`src/rtl/core/lrgs_pkg.sv`:
```
// Shared types and constants for the Life row generation step block.
`default_nettype none
package lrgs_pkg;
    localparam int ROW_WIDTH         = 64;
    localparam int ROW_CELLS_DEFAULT = 64;
    localparam int OUT_DEPTH         = 4;
    localparam int BIRTH_COUNT       = 3;
    localparam int SURVIVE_COUNT     = 2;

    typedef struct packed {
        logic [ROW_WIDTH-1:0] row_cells;
        logic                 last_row;
    } in_word_t;

    typedef struct packed {
        logic [ROW_WIDTH-1:0] next_row;
        logic                 frame_end;
    } out_word_t;
endpackage
`default_nettype wire

```
`src/rtl/core/lrgs_cell_lane.sv`:
```
// One cell lane: neighbour count and B3/S23 rule for a single cell.
`default_nettype none
module lrgs_cell_lane
    import lrgs_pkg::*;
(
    input  wire logic [2:0] above,
    input  wire logic [2:0] here,
    input  wire logic [2:0] below,
    output logic            alive_next
);
    logic [3:0] count;

    always_comb begin
        count = 4'(above[0]) + 4'(above[1]) + 4'(above[2])
              + 4'(here[0])  + 4'(here[2])
              + 4'(below[0]) + 4'(below[1]) + 4'(below[2]);
        alive_next = (count == 4'(BIRTH_COUNT))
                   || (here[1] && (count == 4'(SURVIVE_COUNT)));
    end
endmodule
`default_nettype wire

```
`src/rtl/core/lrgs_row_gen.sv`:
```
// Row of cell lanes producing the next generation of one row.
`default_nettype none
module lrgs_row_gen
    import lrgs_pkg::*;
#(
    parameter int ROW_CELLS = ROW_CELLS_DEFAULT
) (
    input  wire logic [ROW_WIDTH-1:0] above,
    input  wire logic [ROW_WIDTH-1:0] here,
    input  wire logic [ROW_WIDTH-1:0] below,
    output logic      [ROW_WIDTH-1:0] next_row
);
    logic [ROW_CELLS+1:0] above_pad;
    logic [ROW_CELLS+1:0] here_pad;
    logic [ROW_CELLS+1:0] below_pad;
    logic [ROW_CELLS-1:0] lane_alive;

    assign above_pad = {1'b0, above[ROW_CELLS-1:0], 1'b0};
    assign here_pad  = {1'b0, here[ROW_CELLS-1:0], 1'b0};
    assign below_pad = {1'b0, below[ROW_CELLS-1:0], 1'b0};

    for (genvar x = 0; x < ROW_CELLS; x++) begin : g_lane
        lrgs_cell_lane u_lane (
            .above      (above_pad[x+2:x]),
            .here       (here_pad[x+2:x]),
            .below      (below_pad[x+2:x]),
            .alive_next (lane_alive[x])
        );
    end

    assign next_row = ROW_WIDTH'(lane_alive);
endmodule
`default_nettype wire

```
`src/rtl/core/lrgs_out_queue.sv`:
```
// Small result queue taking up to two words per cycle and giving one.
`default_nettype none
module lrgs_out_queue
    import lrgs_pkg::*;
(
    input  wire logic      aclk,
    input  wire logic      aresetn,
    input  wire logic [1:0] push_count,
    input  wire out_word_t push_word0,
    input  wire out_word_t push_word1,
    output logic           has_room,
    output logic           m_valid,
    input  wire logic      m_ready,
    output out_word_t      m_data
);
    localparam int PTR_W = $clog2(OUT_DEPTH);
    localparam int CNT_W = $clog2(OUT_DEPTH + 1);

    out_word_t          entry_reg [OUT_DEPTH];
    logic [PTR_W-1:0]   wr_ptr_reg, wr_ptr_next;
    logic [PTR_W-1:0]   rd_ptr_reg, rd_ptr_next;
    logic [CNT_W-1:0]   count_reg, count_next;
    logic               pop;
    logic [PTR_W-1:0]   wr_ptr_plus1;

    assign pop          = m_valid && m_ready;
    assign m_valid      = count_reg != '0;
    assign m_data       = entry_reg[rd_ptr_reg];
    assign has_room     = count_reg <= CNT_W'(OUT_DEPTH - 2);
    assign wr_ptr_plus1 = wr_ptr_reg + PTR_W'(1);

    always_comb begin
        wr_ptr_next = wr_ptr_reg + PTR_W'(push_count);
        rd_ptr_next = rd_ptr_reg + PTR_W'(pop);
        count_next  = count_reg + CNT_W'(push_count) - CNT_W'(pop);
    end

    always_ff @(posedge aclk) begin
        if (!aresetn) begin
            wr_ptr_reg <= '0;
            rd_ptr_reg <= '0;
            count_reg  <= '0;
        end else begin
            wr_ptr_reg <= wr_ptr_next;
            rd_ptr_reg <= rd_ptr_next;
            count_reg  <= count_next;
        end
    end

    always_ff @(posedge aclk) begin
        if (push_count != 2'd0) begin
            entry_reg[wr_ptr_reg] <= push_word0;
        end
        if (push_count == 2'd2) begin
            entry_reg[wr_ptr_plus1] <= push_word1;
        end
    end
endmodule
`default_nettype wire

```
`src/rtl/core/life_row_generation_step.sv`:
```
// Top level: streaming Conway Life (B3/S23) generation step, one row per word.
//
// Input words (s_valid/s_ready/s_data) carry one grid row each, top to bottom,
// with last_row set on the bottom row. Cells outside the grid count as dead.
// Result words (m_valid/m_ready/m_data) carry next generations: each row after
// the first yields the next generation of the row above it, and the bottom row
// also yields its own, marked by frame_end, so it gives two words. A one-row
// frame gives a single word.
// Throughput: one input word per cycle while s_ready is high; a bottom row
// gives two output words. Each result enters the output queue on accept.
// Two copies of the row of cell lanes evaluate both possible results in the
// accept cycle, and a four-word output queue decouples the two sides; s_ready
// drops while fewer than two queue slots are free.
// Reset (aresetn low, synchronous) empties the queue and clears the held rows.
// When the receiver stalls, the queue fills and s_ready falls; nothing is lost.
`default_nettype none
module life_row_generation_step
    import lrgs_pkg::*;
#(
    parameter int ROW_CELLS = ROW_CELLS_DEFAULT
) (
    input  wire logic      aclk,
    input  wire logic      aresetn,
    input  wire logic      s_valid,
    output logic           s_ready,
    input  wire in_word_t  s_data,
    output logic           m_valid,
    input  wire logic      m_ready,
    output out_word_t      m_data
);
    localparam logic [ROW_WIDTH-1:0] ROW_MASK = ROW_WIDTH'({ROW_CELLS{1'b1}});

    logic [ROW_WIDTH-1:0] upper_reg,  upper_next;
    logic [ROW_WIDTH-1:0] middle_reg, middle_next;
    logic                 middle_valid_reg, middle_valid_next;
    logic [ROW_WIDTH-1:0] row_in;
    logic [ROW_WIDTH-1:0] gen_above;
    logic [ROW_WIDTH-1:0] gen_last;
    logic                 accept;
    logic                 has_room;
    logic [1:0]           push_count;
    out_word_t            word_above;
    out_word_t            word_last;
    out_word_t            push_word0;

    assign row_in  = s_data.row_cells & ROW_MASK;
    assign s_ready = has_room;
    assign accept  = s_valid && s_ready;

    lrgs_row_gen #(.ROW_CELLS(ROW_CELLS)) u_gen_above (
        .above    (upper_reg),
        .here     (middle_reg),
        .below    (row_in),
        .next_row (gen_above)
    );

    lrgs_row_gen #(.ROW_CELLS(ROW_CELLS)) u_gen_last (
        .above    (middle_reg),
        .here     (row_in),
        .below    ('0),
        .next_row (gen_last)
    );

    always_comb begin
        word_above.next_row  = gen_above;
        word_above.frame_end = 1'b0;
        word_last.next_row   = gen_last;
        word_last.frame_end  = 1'b1;
        push_word0           = middle_valid_reg ? word_above : word_last;
        push_count           = 2'b00;
        if (accept) begin
            push_count = 2'(middle_valid_reg) + 2'(s_data.last_row);
        end
    end

    always_comb begin
        upper_next        = upper_reg;
        middle_next       = middle_reg;
        middle_valid_next = middle_valid_reg;
        if (accept) begin
            if (s_data.last_row) begin
                upper_next        = '0;
                middle_next       = '0;
                middle_valid_next = 1'b0;
            end else begin
                upper_next        = middle_reg;
                middle_next       = row_in;
                middle_valid_next = 1'b1;
            end
        end
    end

    always_ff @(posedge aclk) begin
        if (!aresetn) begin
            upper_reg        <= '0;
            middle_reg       <= '0;
            middle_valid_reg <= 1'b0;
        end else begin
            upper_reg        <= upper_next;
            middle_reg       <= middle_next;
            middle_valid_reg <= middle_valid_next;
        end
    end

    lrgs_out_queue u_queue (
        .aclk       (aclk),
        .aresetn    (aresetn),
        .push_count (push_count),
        .push_word0 (push_word0),
        .push_word1 (word_last),
        .has_room   (has_room),
        .m_valid    (m_valid),
        .m_ready    (m_ready),
        .m_data     (m_data)
    );
endmodule
`default_nettype wire
```
`config.mk`:
```
export PLATFORM = sky130hd
export DESIGN_NAME = life_row_generation_step
export DESIGN_NICKNAME = d
export VERILOG_FILES = /design/src/rtl/core/lrgs_pkg.sv /design/src/rtl/core/lrgs_cell_lane.sv /design/src/rtl/core/lrgs_row_gen.sv /design/src/rtl/core/lrgs_out_queue.sv /design/src/rtl/core/life_row_generation_step.sv
export SDC_FILE = /design/constraint.sdc
export NUM_CORES = 1
export LEC_CHECK = 0
export BUFFER_PORTS_ARGS = -buffer_cell sky130_fd_sc_hd__buf_2
export CORE_ASPECT_RATIO = 1.5
export CORE_MARGIN = 1.5
export CORE_UTILIZATION = 40
export DETAILED_ROUTE_END_ITERATION = 8
export MAX_ROUTING_LAYER = met4
export PLACE_DENSITY = 0.6
export SETUP_SLACK_MARGIN = 0.3
export SLEW_MARGIN = 20
export SYNTH_ARGS = -nofsm -noshare
export SYNTH_HDL_FRONTEND = slang
export SYNTH_SLANG_ARGS = --single-unit
```
`constraint.sdc`:
```
create_clock -name aclk -period 8.8 [get_ports aclk]
set_input_delay 2.64 -clock aclk [delete_from_list [all_inputs] [get_ports aclk]]
set_output_delay 2.64 -clock aclk [all_outputs]
set_load 0.02 [all_outputs]
```
# Word-level counts from Yosys, hierarchy flattened
# Memories as Yosys holds them, arrays and structs flattened. A register that Yosys moved wholly into a read port is not among the register bits.
# Cells that the tools add are included.
totals:
  ff_bits: 136
  ram_bits: 260
  inputBits: 69
  out_inout_bits: 67
  word_cells: 1233
  n_memories: 1
mem_list:
  columns: ["memory", "words", "word_bits", "read_ports", "rd_ports_with_merged_regs", "wr", "line", "text"]
  rows:
  - ["u_queue.entry_reg", 4, 65, 1, 1, 2, "lrgs_out_queue.sv:19", "out_word_t entry_reg [OUT_DEPTH];"]
op_classes:
  add_sub_neg: 698
  n_lt_le_gt_ge: 1
  eq_ne: 257
  mux: 10
  n_reduce_logical: 260
ops:
  columns: ["operator", "count"]
  rows:
  - ["4-bit by 1-bit adder with 4-bit output", 565]
  - ["4-bit by 2-bit equality test with 1-bit output, second input constant", 254]
  - ["1-bit by 1-bit adder with 2-bit output", 127]
  - ["1-bit logical AND", 130]
  - ["1-bit logical OR", 128]
  - ["64-bit two-way mux", 2]
  - ["65-bit two-way mux", 1]
  - ["3-bit by 2-bit equality test with 1-bit output, second input constant", 2]
  - ["1-bit two-way mux", 5]
  - ["2-bit two-way mux", 2]
  - ["2-bit by 1-bit adder with 3-bit output", 1]
  - ["3-bit by 2-bit adder with 3-bit output", 1]
  - ["3-bit by 2-bit <= comparator with 1-bit output, second input constant", 1]
  - ["3-bit nonzero test", 1]
  - ["3-bit by 1-bit subtractor with 3-bit output", 1]
  - ["2-bit by 1-bit adder with 2-bit output", 1]
  - ["2-bit by 1-bit adder with 2-bit output, second input constant", 1]
  - ["2-bit adder", 1]
  - ["2-bit equality test, second input constant", 1]
  - ["2-bit nonzero test", 1]

# Logic depth before layout (Yosys ltp)
# Gate-level depths: netlist of the first run.
depth:
  depth_word: 11
  mapped_depth: 12
  depth_no_buf: 12

# Cells and area by module
# Synthesis of the first run repeated with hierarchy kept, for this count alone.
hier_totals:
  cells_unflattened: 3533
  hier_area_um2: 41886.4
modules_own_cells:
  columns: ["mod", "n_inst", "cells_each", "area_each_um2", "seq_area_each_um2"]
  rows:
  - ["lrgs_out_queue", 1, 676, 13195.2, 7947.6]
  - ["lrgs_cell_lane (u_gen_above.g_lane[0].u_lane ...)", 67, 17, 162.7, 0.0]
  - ["lrgs_cell_lane (u_gen_above.g_lane[18].u_lane ...)", 61, 17, 177.7, 0.0]
  - ["life_row_generation_step", 1, 679, 6947.9, 2582.5]
  - ["lrgs_row_gen", 2, 1, 3.8, 0.0]

# Worst setup path after synthesis of the first run
# No wires, ideal clock.
synth_path:
  path_kind: "input-to-reg"
  start: "input port s_data[0] in the netlist's numbering"
  end: "memory u_queue.entry_reg[3][10] in the netlist's numbering (enable)"
  setup_ps: 691
  arrival_time_ps: 5049
  required_ps: 8109
  path_slack_ps: 3060
  path_stages: 7
  path_buffers: 3
  path_cell_list: "ha_1 -> clkbuf_1 -> o21a_1 -> nand4_1 -> clkbuf_1 -> clkbuf_1 -> nand2_1"
synth_rtl:
  columns: ["element", "line", "text"]
  rows:
  - ["from (decl)", "life_row_generation_step.sv:26", "input wire in_word_t s_data,"]
  - ["to (decl)", "lrgs_out_queue.sv:19", null]

==> impl_metrics.toml, run 1 <==
[critical_path]
r2r_start = "middle_valid_reg"
crit_fanout = 42
reg2reg_slack_ps = 4800
r2r.worst_path.cells = 5
cp-start-kind = "flip-flop"
critPathKind = "reg -> out"
critical_path_arrival_ps = 3090
cp.required_ps = 6160
end_kind = "output port"
r2r-end = "u_queue.entry_reg[0][57]"

[yosys]
ys_ff_latch = 396
yosys.cell_count.top_type = "inv_1"
yosysTopAreaCell = "edfxtp_1"
synth_flop_cell = "edfxtp_1"
synth_compound_area_frac = 0.131
synth_area_um2 = 35000
synth_simple_gate_area_frac = 0.0867
async_reset_ff_frac = 0
synth_area_leaders = "edfxtp_1, fa_1, ha_1"
synth.avg_cell_area_um2 = 10.8
yosys_warnings = 0
synth_top_area_share = 0.220
ys_top_cells_by_count = "inv_1, fa_1, ha_1, edfxtp_1, or3_1"
syn_inst = 3240
synth_edf_count = 256
ys_types = 56
synth-xor-area-share = 0.00125
synth-adder-area-share = 0.333
ys_seq_area_frac = 0.300
muxShareOfSynthArea = 0.0435
synth_top_family_by_area = "adder cells"
syn-num-nets = 4012

[sta]
max-slew-margin-rel = 0.275
slew_viol_final = 0
min_period_over_period = 0.652
finClkSkew_ps = 18.7
tightest_slew_ps = 1090
fin_tns_setup_ps = 0
period_needed_ps = 5730
setup_viol = 0
fmax_ghz = 0.174
hold_viol = 0
rsz0062_at_grt = "false"

[run_status]
status = "complete, no violations"

[drt]
drt_first_pass_iters = 5
dr.first_iter.drc_count = 1153
ant_nets = 0
vias_per_cell = 5.37
vias = 24000
routed_wirelength_um = 90400
wl_per_cell_um = 20.2
drc_errors = 0

[clock_tree]
cts_buffers = 45
cts_root_buf = "clkbuf_16"
cts_tree = "done"
path_clk_slew_ps = 60
postCtsSetupRepairBufs = 0
cts_max_level = 2
cts_max_path_buffers = 3
clock-sinks = 396
post_cts_resized = 0
insertion_delay_ps = 600
ctsHoldBuffers = 0

[power]
ir_drop_mv = 0.119
p_leak_nw = 16.1
power_density_nw_per_um2 = 185

[floorplanning]
start_util = 0.404
die_h_um = 365
pin_count = 136
num_rows = 132
core_area_um2 = 86500
die_w_um = 245
design.die.area_um2 = 89300

[min_path]
holdPathStages = 2
hold_path_end = "upper_reg[0]"
hold_path.class = "reg -> reg"
min_from = "upper_reg[0]"

[grt]
antenna_found_initial = 6
grt_pass1_vias = 25300
grt_max_degree = 174
grt_pass1_wl_um = 143000
grt_overflow = 0
grt_usage = 0.213

[place]
place_congestion = 0.834
io_buffer_count = 135
place_hpwl_um = 62300

[final_layout]
largest_register_ffs = 260
finalCoreUtilization = 0.440
area_growth_pct = 8.86
nNetsFinal = 4063
final_layout_size_suffix_gt1_frac = 0.125

[flow_run]
drv_cap = 0
per-layer routing:
layer	vias up	routed length (µm)	GRT usage
li1	11100	-	-
met2	495	47700	0.388
met4	0	3170	0.0759
met1	12200	36100	0.240
met3	161	3490	0.0234
met5	-	0	-
layout by cell type (no fill, tap or decap), types with 8 or more instances in the layout:
cell type / netlist / final
a21boi_0: 83 / 83
fa_1: 379 / 379
a21boi_1: 45 / 45
o22ai_1: 123 / 123
dfxtp_1: 140 / 137
nor2b_1: 39 / 39
o221ai_2: 10 / 10
buf_2: 31 / 133
edfxtp_1: 256 / 256
or3_1: 193 / 192
clkbuf_16: 0 / 47
o221ai_1: 78 / 78
ha_1: 324 / 324
buf_4: 7 / 22
o211ai_1: 66 / 66
nor2_1: 72 / 72
a211oi_1: 30 / 30
clkinv_2: 0 / 8
nand2b_1: 25 / 24
mux4_2: 65 / 65
o22ai_2: 60 / 60
a31oi_1: 31 / 31
a21oi_1: 23 / 23
or4b_2: 35 / 35
nand2_1: 164 / 162
and2_1: 8 / 8
inv_1: 783 / 783
logic make-up after synthesis:
kind of cell             after synthesis
multiplexers                          71
XOR/XNOR                               5
adder cells (fa/ha/maj)              703
flip-flops                           396
AND/OR/NAND/NOR                      554
buffers and inverters                934
AO/OA/AOI/OAI                        577
final cells by class:
class / instances / area [µm²]
tap: 1139 / 1430
multi-input combinational: 1910 / 20900
inverter: 783 / 2940
clock inverter: 30 / 308
antenna: 2 / 5.00
fill: 8149 / 48400
timing repair buffer: 155 / 831
sequential: 396 / 10500
clock buffer: 54 / 1210
stage by stage:
step           worst slack, ps  std cells  total power, mW  hold slack [ps]  instance area, µm²
5_1_grt                   2840       4469             7.53              476               38100
3_5_place_dp              2690       4383             5.14              455               36600
3_3_place_gp              2750       4383             5.07              443               36600
4_1_cts                   2940       4467             7.15              465               38100
2_1_floorplan             3060       3240             4.25              430               35000
6_report                  3070       4469             7.05              459               38100
worst max path at each step:
stage / start / to / slack [ps] / depth (start not counted)
after CTS: u_queue.rd_ptr_reg[0] / m_data[25] / 2940 / 3
final: u_queue.rd_ptr_reg[0] / m_data[22] / 3070 / 3
after detailed placement: s_data[4] / u_queue.entry_reg[3][5] / 2690 / 12
after global routing: u_queue.rd_ptr_reg[0] / m_data[22] / 2840 / 3
after floorplan: s_data[0] / u_queue.entry_reg[3][10] / 3060 / 7
after global placement: s_data[31] / u_queue.entry_reg[2][32] / 2750 / 10
power by group:
group | switching (mW) | internal [mW] | leakage, nW
Clock | 0.857 | 1.14 | 0.734
Sequential | 0.166 | 2.15 | 3.61
Combinational | 1.73 | 1.01 | 11.7
worst max-delay path: stages, from the launching register on:
cell	delay, ps
dfxtp_4	990
buf_4	610
mux4_2	670
buf_2	200
Note: power is estimated with default switching activity, not from simulation.
==> run 2, diff against run 1 <==
--- a/config.mk
+++ b/config.mk
@@ -11,7 +11,7 @@
 export CORE_UTILIZATION = 40
 export DETAILED_ROUTE_END_ITERATION = 8
 export MAX_ROUTING_LAYER = met4
-export PLACE_DENSITY = 0.6
+export PLACE_DENSITY = 0.62
 export SETUP_SLACK_MARGIN = 0.3
 export SLEW_MARGIN = 20
 export SYNTH_ARGS = -nofsm -noshare
==> constraint.sdc (replaced) <==
create_clock -name aclk -period 4.6 [get_ports aclk]
set_input_delay 1.38 -clock aclk [delete_from_list [all_inputs] [get_ports aclk]]
set_output_delay 1.38 -clock aclk [all_outputs]
set_load 0.02 [all_outputs]
==> impl_metrics.toml, run 2 (synthesized netlist as in run 1, its figures left out) <==
[critical_path]
critPathMaxStageDelay_ps = 760
critPathKind = "in -> reg"
end_kind = "flip-flop"
path_cells = "buf_2 > inv_1 > fa_1 > fa_1 > inv_1 > fa_1 > inv_1 > fa_1 > or4b_2 > o22ai_1"
critical_path_arrival_ps = 4540
crit_fanout = 4
crit_path_frequent_cell = "fa_1"
critPathTopFamily = "adder cells"
cp_num_buf_inv = 4
cp-start-kind = "primary input"
slowest_stage = "or4b_2"
cp.required_ps = 5020

[grt]
grt_pass1_vias = 26100
grt_usage = 0.215
grt_max_degree = 97
grt_pass1_wl_um = 145000
antenna_found_initial = 5
grt_overflow = 0

[power]
power_density_nw_per_um2 = 351
power_switching_mw = 5.31
power_frac_clock = 0.288
power.internal_mw = 8.59
p_leak_nw = 16.7
seq_power_share = 0.311
ir_drop_mv = 0.266
pwr-share-comb = 0.401
power_mw = 13.9
swShare = 0.382

[place]
dp_slack_ps = -137
place_congestion = 0.808
dpl_cell_area_um2 = 38000
io_buffer_count = 135
place_hpwl_um = 65800
dp_cells = 4515

[floorplanning]
num_rows = 132
design.die.area_um2 = 89300
pin_count = 136
die_w_um = 245
start_util = 0.404
core_area_um2 = 86500
die_h_um = 365

[drt]
drc_errors = 0
dr.first_iter.drc_count = 1233
vias_per_cell = 5.35
ant_nets = 0
drt_first_pass_iters = 5
vias = 24700
wl_per_cell_um = 19.7
routed_wirelength_um = 90900

[sta]
fmax_ghz = 0.243
period_needed_ps = 4120
timing.final.ws_setup_ps = 480
hold_viol = 0
slew_viol_final = 0
finClkSkew_ps = 19.3
rsz0062_at_grt = "false"
min_period_over_period = 0.896
setup_viol = 0
tightest_slew_ps = 977
max-slew-margin-rel = 0.348

[run_status]
status = "complete, no violations"

[final_layout]
multi_input_area_um2 = 21000
design_area_um2 = 39600
n_fill_cell = 8024
final_cell_mix = "inv_1, fa_1, ha_1"
final_layout_size_suffix_gt1_frac = 0.168
regArea_um2 = 10500
layout.cells.non_filler = 4606
area_growth_pct = 13.2
nNetsFinal = 4197
layout_commonest_cell = "inv_1"
largest_register_ffs = 260

[clock_tree]
postCtsSetupRepairBufs = 0
cts_max_level = 2
post_cts_resized = 0
cts_max_path_buffers = 3
path_clk_slew_ps = 60
cts_tree = "done"
cts_root_buf = "clkbuf_16"
cts_buffers = 47
ctsHoldBuffers = 0
insertion_delay_ps = 600
clock-sinks = 396

[min_path]
hold_path.class = "reg -> reg"

[flow_run]
drv_cap = 0
-- run 2: cell count changes in the layout (fill, tap and decap cells not counted), sizes merged --
| cell | previous run | this run |
|---|---|---|
| clkinv | 18 | 15 |
| buf | 155 | 287 |
| bufinv | 5 | 7 |
| clkbuf | 54 | 56 |
| inv | 785 | 759 |
| clkinvlp | 5 | 32 |
| diode | 2 | 5 |
-- run 2: power groups by stage --
| stage | logic (mW) | registers (mW) | clock network (mW) |
|---|---|---|---|
| 3_3_place_gp | 5.51 | 4.39 | 0 |
| 5_1_grt | 6.26 | 4.35 | 4.19 |
| 4_1_cts | 5.69 | 4.33 | 4.09 |
| 3_5_place_dp | 5.66 | 4.40 | 0 |
| 2_1_floorplan | 3.90 | 4.29 | 0 |
| 6_report | 5.58 | 4.32 | 4.00 |
-- run 2: worst paths after layout --
check / endpoint / startpoint / depth (start not counted) / slack [ps]
max: u_queue.entry_reg[2][54] / s_data[53] / 10 / 480
min: u_queue.entry_reg[2][0] / u_queue.entry_reg[2][0] / 1 / 460
max reg2reg: u_queue.entry_reg[3][56] / upper_reg[55] / 10 / 830
min reg2reg: u_queue.entry_reg[2][0] / u_queue.entry_reg[2][0] / 1 / 460
-- run 2: through the flow --
| step | TNS (ps) | util | hold slack [ps] |
|---|---|---|---|
| final | 0 | 0.458 | 465 |
| after global routing | 0 | 0.458 | 483 |
| after CTS | 0 | 0.458 | 464 |
| after detailed placement | -993 | 0.439 | 450 |
| after global placement | -837 | 0.439 | 444 |
| after floorplan | 0 | - | 430 |
-- run 2: worst register-to-register path: stages, from the launching register on --
cell and delay, ps:
dfxtp_1 450, ha_1 280, inv_1 60, fa_1 420, fa_1 490, inv_1 50, fa_1 380, inv_1 80
fa_1 390, or4b_2 780, o22ai_1 220
-- run 2: layer usage --
layer | up-vias | global-route usage | part of all wire
met3 | 156 | 0.0235 | 0.041
met4 | 0 | 0.0726 | 0.034
li1 | 11400 | - | -
met1 | 12500 | 0.242 | 0.39
met2 | 544 | 0.393 | 0.53
met5 | - | - | 0
-- run 2: cell type report --
class,instances,share of cell area
Antenna cell,5,0.000316
Clock buffer,56,0.0321
Clock inverter,30,0.00872
Inverter,783,0.0768
Multi-Input combinational cell,1910,0.530
Sequential cell,396,0.265
Tap cell,1139,0.0360
Timing Repair Buffer,287,0.0510
==> run 3, diff against run 2 <==
--- a/config.mk
+++ b/config.mk
@@ -5,6 +5,7 @@
 export SDC_FILE = /design/constraint.sdc
 export NUM_CORES = 1
 export LEC_CHECK = 0
+export ABC_CLOCK_PERIOD_IN_PS = 4600
 export BUFFER_PORTS_ARGS = -buffer_cell sky130_fd_sc_hd__buf_2
 export CORE_ASPECT_RATIO = 1.5
 export CORE_MARGIN = 1.5
==> constraint.sdc (replaced) <==
create_clock -name aclk -period 4.6 [get_ports aclk]
set_input_delay 0.92 -clock aclk [delete_from_list [all_inputs] [get_ports aclk]]
set_output_delay 0.92 -clock aclk [all_outputs]
set_load 0.02 [all_outputs]
==> impl_metrics.toml, run 3 (synthesized netlist as in run 1, its figures left out) <==
[min_path]
hold_path_end = "u_queue.entry_reg[2][0]"
holdPathStages = 1
min_from = "u_queue.entry_reg[2][0]"
hold_path.class = "reg -> reg"

[grt]
grt_usage = 0.212
grt_max_degree = 136
grt_pass1_vias = 25800
grt_pass1_wl_um = 143000
antenna_found_initial = 4
grt_overflow = 0

[critical_path]
crit_fanout = 4
end_kind = "flip-flop"
cp-start-kind = "flip-flop"
critPathKind = "reg -> reg"
cp.required_ps = 4990
r2r.worst_path.cells = 10
r2r_start = "upper_reg[2]"
reg2reg_slack_ps = 780
critical_path_arrival_ps = 4220
r2r-end = "u_queue.entry_reg[0][4]"

[sta]
slew_viol_final = 0
rsz0062_at_grt = "false"
setup_viol = 0
max-slew-margin-rel = 0.250
period_needed_ps = 3820
tightest_slew_ps = 1130
hold_viol = 0
finClkSkew_ps = 12.1
min_period_over_period = 0.831
fmax_ghz = 0.261
fin_tns_setup_ps = 0

[floorplanning]
start_util = 0.404
design.die.area_um2 = 89300
core_area_um2 = 86500
die_h_um = 365
pin_count = 136
num_rows = 132
die_w_um = 245

[place]
place_congestion = 0.830
place_hpwl_um = 63200
io_buffer_count = 135

[drt]
drc_errors = 0
drt_first_pass_iters = 5
wl_per_cell_um = 20.0
vias_per_cell = 5.39
dr.first_iter.drc_count = 1343
ant_nets = 0
routed_wirelength_um = 89900
vias = 24200

[power]
p_leak_nw = 16.3
power_density_nw_per_um2 = 363
ir_drop_mv = 0.288

[final_layout]
largest_register_ffs = 260
finalCoreUtilization = 0.445
nNetsFinal = 4082
n_fill_cell = 8169
area_growth_pct = 10.1
layout_commonest_cell = "inv_1"
final_layout_size_suffix_gt1_frac = 0.131
final_cell_mix = "inv_1, fa_1, ha_1"

[clock_tree]
path_clk_slew_ps = 70
cts_buffers = 46
cts_max_path_buffers = 3
cts_root_buf = "clkbuf_16"
ctsHoldBuffers = 0
post_cts_resized = 0
clock-sinks = 396
cts_max_level = 2
cts_tree = "done"
insertion_delay_ps = 590
postCtsSetupRepairBufs = 0

[flow_run]
drv_cap = 0

[run_status]
status = "complete, no violations"
## run 3: layer usage
layer,GRT usage,vias to the layer above,share of wire
li1,-,11200,-
met1,0.238,12300,0.39
met2,0.390,501,0.54
met3,0.0239,152,0.041
met4,0.0736,0,0.033
met5,-,-,0
## run 3: report_power, final
group | internal, mW | switching [mW]
clock | 2.53 | 1.69
sequential | 4.10 | 0.269
combinational | 2.01 | 3.37
## run 3: through the flow
step                      worst slack, ps  total power [mW]  std cells  cell area [µm²]  hold WS (ps)
after CTS                             750              14.1       4487            38500           465
after global placement                267              9.77       4401            36800           442
final                                 775              14.0       4491            38500           465
after global routing                  637              14.9       4490            38500           491
after floorplan                       580              8.14       3240            35000           430
after detailed placement              222              9.92       4401            36800           450
## run 3: cell type report
class | count | area [µm²] | share of cell area
Multi-Input combinational cell | 1910 | 20900 | 0.542
Sequential cell | 396 | 10500 | 0.273
Inverter | 783 | 2940 | 0.0763
Tap cell | 1139 | 1430 | 0.0370
Clock buffer | 54 | 1250 | 0.0326
Timing Repair Buffer | 173 | 1070 | 0.0277
Clock inverter | 32 | 449 | 0.0117
Antenna cell | 4 | 10.0 | 0.000260
## run 3: worst max-delay path by stage
stage	start	end	slack (ps)
floorplan	s_data[0]	u_queue.entry_reg[3][10]	580
global placement	s_data[3]	u_queue.entry_reg[0][4]	270
detailed placement	s_data[19]	u_queue.entry_reg[0][20]	220
CTS	upper_reg[50]	u_queue.entry_reg[0][52]	750
global route	upper_reg[30]	u_queue.entry_reg[2][32]	640
finish	upper_reg[2]	u_queue.entry_reg[0][4]	780
## run 3: critical path, cell delays in order (launching register included)
cell and delay (ps):
dfxtp_1 500, ha_1 290, inv_1 70, fa_1 420, fa_1 490, inv_1 50, fa_1 370, inv_1 80
fa_1 390, or4b_2 760, o221ai_1 200
